`src/rtl/mafd_pkg.sv`:
```
package mafd_pkg;

    // result kinds
    typedef logic [1:0] kind_t;
    localparam kind_t KIND_ADDRESS  = 2'd0;
    localparam kind_t KIND_FUNCTION = 2'd1;
    localparam kind_t KIND_DATA     = 2'd2;
    localparam kind_t KIND_STATUS   = 2'd3;

    // line status codes
    typedef logic [2:0] status_t;
    localparam status_t ST_OK       = 3'd0;
    localparam status_t ST_SHORT    = 3'd1;
    localparam status_t ST_NO_COLON = 3'd2;
    localparam status_t ST_EVEN     = 3'd3;
    localparam status_t ST_NON_HEX  = 3'd4;
    localparam status_t ST_LRC      = 3'd5;

    localparam logic [7:0] CHAR_COLON = 8'h3A;
    localparam logic [2:0] MIN_CHARS  = 3'd7;

    // queue between front and back
    localparam int QUEUE_DEPTH = 4;
    localparam int QUEUE_AW    = $clog2(QUEUE_DEPTH);

    // input beat
    typedef struct packed {
        logic [7:0] char_in;
        logic       end_of_line;
    } in_beat_t;

    // result beat
    typedef struct packed {
        logic [7:0] out_byte;
        kind_t      out_kind;
        status_t    status_code;
        logic       last_result;
    } out_beat_t;

    // one queue entry: an optional byte and an optional end status
    typedef struct packed {
        logic       byte_vld;
        logic [7:0] byte_val;
        kind_t      byte_kind;
        logic       stat_vld;
        status_t    stat_code;
    } work_t;

    // uppercase hex digit decode: {is_hex, nibble}, nibble zero when not hex
    function automatic logic [4:0] hex_decode(input logic [7:0] c);
        logic [4:0] res;
        res = 5'd0;
        if (c >= 8'h30 && c <= 8'h39) begin
            res = {1'b1, c[3:0]};
        end else if (c >= 8'h41 && c <= 8'h46) begin
            res = {1'b1, c[3:0] + 4'd9};
        end
        return res;
    endfunction

endpackage

```
`src/rtl/mafd_front.sv`:
```
module mafd_front
    import mafd_pkg::*;
(
    input  logic     aclk,
    input  logic     aresetn,
    input  logic     in_valid,
    output logic     in_ready,
    input  in_beat_t in_beat,
    input  logic     q_full,
    output logic     q_push,
    output work_t    q_entry
);

    logic [2:0] char_count_reg,    char_count_next;
    logic       length_odd_reg,    length_odd_next;
    logic [3:0] high_nibble_reg,   high_nibble_next;
    logic [7:0] byte_sum_reg,      byte_sum_next;
    logic [7:0] pending_byte_reg,  pending_byte_next;
    logic       pending_valid_reg, pending_valid_next;
    kind_t      byte_position_reg, byte_position_next;
    status_t    error_code_reg,    error_code_next;

    logic       accept;
    logic       first_char;
    logic [4:0] hex;
    logic [7:0] new_byte;
    logic       emit_byte;
    status_t    line_status;

    assign in_ready   = !q_full;
    assign accept     = in_valid && in_ready;
    assign first_char = (char_count_reg == 3'd0);
    assign hex        = hex_decode(in_beat.char_in);
    assign new_byte   = {high_nibble_reg, hex[3:0]};
    assign emit_byte  = !first_char && !length_odd_reg && pending_valid_reg;

    // per-character state update
    always_comb begin
        char_count_next    = char_count_reg;
        length_odd_next    = ~length_odd_reg;
        high_nibble_next   = high_nibble_reg;
        byte_sum_next      = byte_sum_reg;
        pending_byte_next  = pending_byte_reg;
        pending_valid_next = pending_valid_reg;
        byte_position_next = byte_position_reg;
        error_code_next    = error_code_reg;
        if (first_char) begin
            if (in_beat.char_in != CHAR_COLON) begin
                error_code_next = ST_NO_COLON;
            end
        end else begin
            if (!hex[4] && error_code_reg == ST_OK) begin
                error_code_next = ST_NON_HEX;
            end
            if (length_odd_reg) begin
                high_nibble_next = hex[3:0];
            end else begin
                if (pending_valid_reg && byte_position_reg != KIND_DATA) begin
                    byte_position_next = byte_position_reg + 2'd1;
                end
                pending_byte_next  = new_byte;
                pending_valid_next = 1'b1;
                byte_sum_next      = byte_sum_reg + new_byte;
            end
        end
        if (char_count_reg != MIN_CHARS) begin
            char_count_next = char_count_reg + 3'd1;
        end
    end

    // end-of-line status, error priority order
    always_comb begin
        priority if (char_count_next != MIN_CHARS) begin
            line_status = ST_SHORT;
        end else if (error_code_next == ST_NO_COLON) begin
            line_status = ST_NO_COLON;
        end else if (!length_odd_next) begin
            line_status = ST_EVEN;
        end else if (error_code_next == ST_NON_HEX) begin
            line_status = ST_NON_HEX;
        end else if (byte_sum_next != 8'd0) begin
            line_status = ST_LRC;
        end else begin
            line_status = ST_OK;
        end
    end

    // queue entry
    always_comb begin
        q_entry.byte_vld  = emit_byte;
        q_entry.byte_val  = pending_byte_reg;
        q_entry.byte_kind = byte_position_reg;
        q_entry.stat_vld  = in_beat.end_of_line;
        q_entry.stat_code = line_status;
        q_push            = accept && (emit_byte || in_beat.end_of_line);
    end

    // line state, cleared at end of line
    always_ff @(posedge aclk) begin
        if (!aresetn || (accept && in_beat.end_of_line)) begin
            char_count_reg    <= 3'd0;
            length_odd_reg    <= 1'b0;
            high_nibble_reg   <= 4'd0;
            byte_sum_reg      <= 8'd0;
            pending_byte_reg  <= 8'd0;
            pending_valid_reg <= 1'b0;
            byte_position_reg <= KIND_ADDRESS;
            error_code_reg    <= ST_OK;
        end else if (accept) begin
            char_count_reg    <= char_count_next;
            length_odd_reg    <= length_odd_next;
            high_nibble_reg   <= high_nibble_next;
            byte_sum_reg      <= byte_sum_next;
            pending_byte_reg  <= pending_byte_next;
            pending_valid_reg <= pending_valid_next;
            byte_position_reg <= byte_position_next;
            error_code_reg    <= error_code_next;
        end
    end

endmodule

```
`src/rtl/mafd_queue.sv`:
```
module mafd_queue
    import mafd_pkg::*;
(
    input  logic  aclk,
    input  logic  aresetn,
    input  logic  push,
    input  work_t push_entry,
    input  logic  pop,
    output work_t head,
    output logic  full,
    output logic  not_empty
);

    work_t                entries [QUEUE_DEPTH];
    logic [QUEUE_AW-1:0]  wr_ptr_reg, wr_ptr_next;
    logic [QUEUE_AW-1:0]  rd_ptr_reg, rd_ptr_next;
    logic [QUEUE_AW:0]    count_reg,  count_next;

    assign full      = (count_reg == (QUEUE_AW+1)'(QUEUE_DEPTH));
    assign not_empty = (count_reg != '0);
    assign head      = entries[rd_ptr_reg];

    // pointer and fill count
    always_comb begin
        wr_ptr_next = push ? wr_ptr_reg + QUEUE_AW'(1) : wr_ptr_reg;
        rd_ptr_next = pop  ? rd_ptr_reg + QUEUE_AW'(1) : rd_ptr_reg;
        count_next  = count_reg + (QUEUE_AW+1)'(push) - (QUEUE_AW+1)'(pop);
    end

    always_ff @(posedge aclk) begin
        if (!aresetn) begin
            wr_ptr_reg <= '0;
            rd_ptr_reg <= '0;
            count_reg  <= '0;
        end else begin
            wr_ptr_reg <= wr_ptr_next;
            rd_ptr_reg <= rd_ptr_next;
            count_reg  <= count_next;
        end
    end

    // entry storage
    always_ff @(posedge aclk) begin
        if (push) begin
            entries[wr_ptr_reg] <= push_entry;
        end
    end

endmodule

```
`src/rtl/mafd_back.sv`:
```
module mafd_back
    import mafd_pkg::*;
(
    input  logic      aclk,
    input  logic      aresetn,
    input  work_t     head,
    input  logic      head_valid,
    output logic      pop,
    output logic      out_valid,
    input  logic      out_ready,
    output out_beat_t out_beat
);

    logic      out_valid_reg, out_valid_next;
    out_beat_t out_beat_reg,  out_beat_next;
    logic      byte_done_reg, byte_done_next;
    logic      load;
    logic      send_byte;

    assign load      = head_valid && (!out_valid_reg || out_ready);
    assign send_byte = head.byte_vld && !byte_done_reg;

    // expand the head entry into one beat per cycle while the output register is not stalled
    always_comb begin
        out_valid_next = out_valid_reg && !out_ready;
        out_beat_next  = out_beat_reg;
        byte_done_next = byte_done_reg;
        pop            = 1'b0;
        if (load) begin
            out_valid_next = 1'b1;
            if (send_byte) begin
                out_beat_next.out_byte    = head.byte_val;
                out_beat_next.out_kind    = head.byte_kind;
                out_beat_next.status_code = ST_OK;
                out_beat_next.last_result = 1'b0;
                byte_done_next            = head.stat_vld;
                pop                       = !head.stat_vld;
            end else begin
                out_beat_next.out_byte    = 8'd0;
                out_beat_next.out_kind    = KIND_STATUS;
                out_beat_next.status_code = head.stat_code;
                out_beat_next.last_result = 1'b1;
                byte_done_next            = 1'b0;
                pop                       = 1'b1;
            end
        end
    end

    always_ff @(posedge aclk) begin
        if (!aresetn) begin
            out_valid_reg <= 1'b0;
            byte_done_reg <= 1'b0;
        end else begin
            out_valid_reg <= out_valid_next;
            byte_done_reg <= byte_done_next;
        end
    end

    // output payload register
    always_ff @(posedge aclk) begin
        out_beat_reg <= out_beat_next;
    end

    assign out_valid = out_valid_reg;
    assign out_beat  = out_beat_reg;

endmodule

```
`src/rtl/modbus_ascii_frame_decoder.sv`:
```
// path: a result beat passes a queue entry and then the output register; the end status
// follows its byte beat. throughput: one character per cycle unless the queue is full,
// one result beat per cycle unless the output is stalled; a four-entry queue decouples
// character intake from result delivery
// reset: aresetn synchronous active low, clears line state, queue and output valid
module modbus_ascii_frame_decoder
    import mafd_pkg::*;
(
    input  logic      aclk,
    input  logic      aresetn,
    input  logic      s_valid,
    output logic      s_ready,
    input  in_beat_t  s_beat,
    output logic      m_valid,
    input  logic      m_ready,
    output out_beat_t m_beat
);

    logic  q_full;
    logic  q_push;
    work_t q_entry;
    logic  q_pop;
    work_t q_head;
    logic  q_not_empty;

    // character intake and line checking
    mafd_front u_front (
        .aclk     (aclk),
        .aresetn  (aresetn),
        .in_valid (s_valid),
        .in_ready (s_ready),
        .in_beat  (s_beat),
        .q_full   (q_full),
        .q_push   (q_push),
        .q_entry  (q_entry)
    );

    // decoupling queue
    mafd_queue u_queue (
        .aclk       (aclk),
        .aresetn    (aresetn),
        .push       (q_push),
        .push_entry (q_entry),
        .pop        (q_pop),
        .head       (q_head),
        .full       (q_full),
        .not_empty  (q_not_empty)
    );

    // result beat generation
    mafd_back u_back (
        .aclk       (aclk),
        .aresetn    (aresetn),
        .head       (q_head),
        .head_valid (q_not_empty),
        .pop        (q_pop),
        .out_valid  (m_valid),
        .out_ready  (m_ready),
        .out_beat   (m_beat)
    );

endmodule

```
`config.mk`:
```
export PLATFORM = sky130hd
export DESIGN_NAME = modbus_ascii_frame_decoder
export DESIGN_NICKNAME = d
export VERILOG_FILES = /design/src/rtl/mafd_pkg.sv /design/src/rtl/mafd_front.sv /design/src/rtl/mafd_queue.sv /design/src/rtl/mafd_back.sv /design/src/rtl/modbus_ascii_frame_decoder.sv
export SDC_FILE = /design/constraint.sdc
export NUM_CORES = 1
export LEC_CHECK = 0
export BUFFER_PORTS_ARGS = -buffer_cell sky130_fd_sc_hd__clkbuf_2
export CAP_MARGIN = 20
export CORE_MARGIN = 1
export CORE_UTILIZATION = 57
export CTS_BUF_LIST = sky130_fd_sc_hd__clkbuf_2 sky130_fd_sc_hd__clkbuf_4 sky130_fd_sc_hd__clkbuf_8
export DETAILED_ROUTE_END_ITERATION = 10
export GPL_ROUTABILITY_DRIVEN = 0
export GPL_TIMING_DRIVEN = 1
export HOLD_SLACK_MARGIN = 0.1
export PLACE_DENSITY_LB_ADDON = 0.1
export SLEW_MARGIN = 20
export SYNTH_ARGS = -nofsm -noshare
export SYNTH_HDL_FRONTEND = slang
export SYNTH_HIERARCHICAL = 1
export SYNTH_SLANG_ARGS = --single-unit
```
`constraint.sdc`:
```
create_clock -name aclk -period 6 [get_ports aclk]
set_clock_uncertainty 0.05 [all_clocks]
set_input_delay 0.9 -clock aclk [delete_from_list [all_inputs] [get_ports aclk]]
set_output_delay 0.9 -clock aclk [all_outputs]
set_load 0.05 [all_outputs]
```
==> metrics.txt <==
# TYPE chip_impl_metric gauge
chip_impl_metric{name="dr_total_vias",unit=""} 3029
chip_impl_metric{name="detailedRoute.firstPassIterationCount",unit=""} 5
chip_impl_metric{name="rows",unit=""} 34
chip_impl_metric{name="wl_per_cell",unit="µm"} 16.13
chip_impl_metric{name="worst_path_arrival",unit="ns"} 4.31
chip_impl_metric{name="cts.sinks",unit=""} 115
chip_impl_metric{name="required",unit="ns"} 6.06
chip_impl_metric{name="p_leak",unit="nW"} 2.087
chip_impl_metric{name="timing_max_transition_violations_final",unit=""} 0
chip_impl_metric{name="worst-slew-pin-transition",unit="ns"} 1.033
chip_impl_info{name="tritoncts_clock_tree",value="done"} 1
chip_impl_metric{name="cts-buffers-inserted",unit=""} 17
chip_impl_metric{name="floorplan.die.height",unit="µm"} 96.66
chip_impl_metric{name="vdd_ir_drop_max",unit="V"} 0.0001909
chip_impl_metric{name="area_of_the_multi_input_gates",unit="µm²"} 1896
chip_impl_metric{name="synth.yosys.warnings",unit=""} 6
chip_impl_metric{name="postSynth.asyncResetShare",unit="%"} 0
chip_impl_metric{name="grt_overflow_total",unit=""} 0
chip_impl_metric{name="yosysSeqAreaShare",unit="%"} 59.58
chip_impl_metric{name="vias_per_cell",unit=""} 5.548
chip_impl_info{name="run_status",value="finished clean"} 1
chip_impl_metric{name="cap_viol_max_count",unit=""} 0
chip_impl_metric{name="ff_latch_area",unit="µm²"} 3043
chip_impl_info{name="unrepaired_setup_endpoints_after_global_routing",value="false"} 1
chip_impl_metric{name="finalCritPeriodShare",unit="%"} 70.88
chip_impl_info{name="cp_cell_sequence",value="clkbuf_2 -> inv_1 -> ha_1 -> nor3b_1 -> nor4b_4 -> mux2i_1 -> inv_1 -> ha_1 -> fa_1 -> a211oi_2 -> nor2_1 -> xor2_1 -> or4_4 -> nor4_4 -> o21ai_0"} 1
chip_impl_metric{name="grt_antenna_before_repair",unit=""} 0
chip_impl_metric{name="postRouteWirelength",unit="µm"} 8805
chip_impl_metric{name="starting_utilization_of_the_core_area",unit="%"} 58.85
chip_impl_metric{name="slew_headroom",unit="%"} 30.95
chip_impl_metric{name="overall_die_area",unit="µm²"} 9343
chip_impl_metric{name="synth_area_per_cell",unit="µm²"} 13.06
chip_impl_metric{name="synth_top_cell_area_share",unit="%"} 43.51
chip_impl_info{name="synth_top_cells_by_area",value="edfxtp_1, dfxtp_1, ha_1"} 1
chip_impl_metric{name="gr-usage-all-layers",unit="%"} 20.40
chip_impl_info{name="post-synth-top-count-cell",value="edfxtp_1"} 1
chip_impl_metric{name="worstPathBufferInverterCount",unit=""} 3
chip_impl_metric{name="synth.lib_cells_used.distinct",unit=""} 57
chip_impl_metric{name="clkSlewWorstSetupHoldPaths",unit="ns"} 0.07
chip_impl_metric{name="postLayoutCoreUtil",unit="%"} 65.25
chip_impl_info{name="timing.critical_path.slowest_stage_cell",value="or4_4"} 1
chip_impl_metric{name="hold_viol_final",unit=""} 0
chip_impl_metric{name="cts_setup_buffers",unit=""} 0
chip_impl_metric{name="cts_buffer_depth",unit=""} 2
chip_impl_metric{name="synthesis.nets",unit=""} 426
chip_impl_metric{name="final-setup-viol-count",unit=""} 0
chip_impl_metric{name="io_pins",unit=""} 29
chip_impl_metric{name="placeableCoreArea",unit="µm²"} 8678
chip_impl_info{name="critical-path-top-delay-family",value="simple AND/OR/NAND/NOR gates"} 1
chip_impl_info{name="crit_type",value="in -> reg"} 1
chip_impl_metric{name="fillCellCount",unit=""} 672
chip_impl_info{name="top_reg_cell_synth",value="edfxtp_1"} 1
chip_impl_metric{name="synth_enable_flop_cells",unit=""} 74
chip_impl_metric{name="flip_flop_count_of_the_largest_register_after_layout",unit=""} 60
chip_impl_metric{name="antennaDiodeCount",unit=""} 0
chip_impl_info{name="worst_setup_path_start_kind",value="input pin"} 1
chip_impl_info{name="synth_top_area_cell",value="edfxtp_1"} 1
chip_impl_info{name="critPathCaptureType",value="flip-flop"} 1
chip_impl_metric{name="cpPeakStageDelay",unit="ns"} 0.53
chip_impl_metric{name="dpl.hpwl",unit="µm"} 6119
chip_impl_metric{name="drt_drc_violations_left",unit=""} 0
chip_impl_metric{name="reg2reg_setup_slack",unit="ns"} 2.54
chip_impl_metric{name="dieWidth",unit="µm"} 96.66
chip_impl_metric{name="cts_hold_buffers",unit=""} 0
chip_impl_metric{name="grt_max_degree",unit=""} 30
chip_impl_info{name="synth_commonest_cells",value="edfxtp_1, dfxtp_1, nand2_1, nor2_1, a21oi_1"} 1
chip_impl_metric{name="portBuffers",unit=""} 28
chip_impl_metric{name="design.final.nets",unit=""} 460
chip_impl_metric{name="ctsResizeCount",unit=""} 0
chip_impl_metric{name="totalNegativeSetupSlack",unit="ns"} 0
chip_impl_metric{name="drtAntennaViolNets",unit=""} 0
chip_impl_metric{name="first_global_vias",unit=""} 3026
chip_impl_metric{name="max_freq",unit="MHz"} 235.1
chip_impl_metric{name="p_total",unit="mW"} 2.262
chip_impl_metric{name="period_minus_slack",unit="ns"} 4.253
chip_impl_metric{name="cts_htree_levels",unit=""} 4
chip_impl_metric{name="crit_fanout",unit=""} 6
chip_impl_metric{name="final_layout_size_suffix_gt1_share",unit="%"} 18.95
chip_impl_metric{name="netlist_instances",unit=""} 391
chip_impl_metric{name="wire_length_of_the_first_global_routing_pass",unit="µm"} 14630
chip_impl_metric{name="drtIter0Drc",unit=""} 109
chip_impl_metric{name="area.growth.synth_to_final",unit="%"} 10.88
chip_impl_metric{name="power_density",unit="nW/µm²"} 399.4
chip_impl_metric{name="holdWs",unit="ns"} 0.4259
chip_impl_metric{name="clk-insertion-delay-late",unit="ns"} 0.41
chip_impl_metric{name="stdcell_count",unit=""} 546
chip_impl_metric{name="mappedNetlistArea",unit="µm²"} 5107
chip_impl_info{name="hold_wc_path_type",value="reg -> reg"} 1
chip_impl_metric{name="dp.cells",unit=""} 514
chip_impl_metric{name="yosys_register_bits",unit=""} 115
chip_impl_info{name="clk_tree_root_cell",value="clkbuf_8"} 1
## worst min-delay path, cell delays in order (launching register included)
cell	delay (ns)
dfxtp_1	0.31
inv_1	0.06
a21oi_1	0.06
## stage by stage
stage	area (µm²)	setup WS [ns]
final	5663	1.747
after global routing	5663	1.577
after CTS	5663	1.784
after detailed placement	5300	1.365
after global placement	5300	1.510
after floorplan	5107	1.856
## cells by family (layout without fill, tap and decap cells)
group / count (synthesis) / count (layout) / synth area share (%)
xor gates and xnor gates: 14 / 14 / 2.964
muxes: 21 / 21 / 8.231
DFF: 115 / 115 / 59.58
AOI/OAI and AO/OA: 51 / 51 / 6.321
adders and majority gates: 22 / 22 / 5.684
and+or+nand+nor: 133 / 133 / 13.82
buffers and inverters: 35 / 82 / 3.405
## final cells by class
type | count | area share (%)
Sequential cell | 115 | 53.73
Multi-Input combinational cell | 241 | 33.47
Clock buffer | 21 | 4.993
Timing Repair Buffer | 29 | 2.607
Tap cell | 108 | 2.386
Clock inverter | 11 | 1.414
Inverter | 21 | 1.392
## final timing paths
| check | from | to | depth (start not counted) |
|---|---|---|---|
| setup reg to reg | flip-flop | u_queue/count_reg[1] | 8 |
| hold reg to reg | u_front/error_code_reg[1] | u_front/error_code_reg[1] | 2 |
| hold / removal | u_front/error_code_reg[1] | u_front/error_code_reg[1] | 2 |
| setup / recovery | s_beat[1] | u_queue/entries[0][2] | 15 |
## power by group
group,leakage [nW],switching [mW],internal [mW],total (mW)
clock,0.178,0.307,0.324,0.631
combinational,0.905,0.395,0.200,0.595
sequential,1.00,0.0687,0.967,1.04
## metal layers
metal	vias to the layer above	share of wire [%]	track usage [%]
met1	1467	46	25.80
met5	-	0	0
met3	4	3.5	5.275
met2	68	50	33.59
li1	1490	-	-
met4	0	0.62	8.266
## cell usage in the layout (no fill, tap or decap), drive strengths merged, types with 8 or more instances in the layout
cell,synthesis,routed
mux4,15,15
dfxtp,41,41
clkbuf,6,49
a21oi,28,28
ha,20,20
edfxtp,74,74
xnor2,8,8
nor2,36,36
and2,15,15
nand2,39,39
inv,21,23
Power figures use the tool's default switching activity.
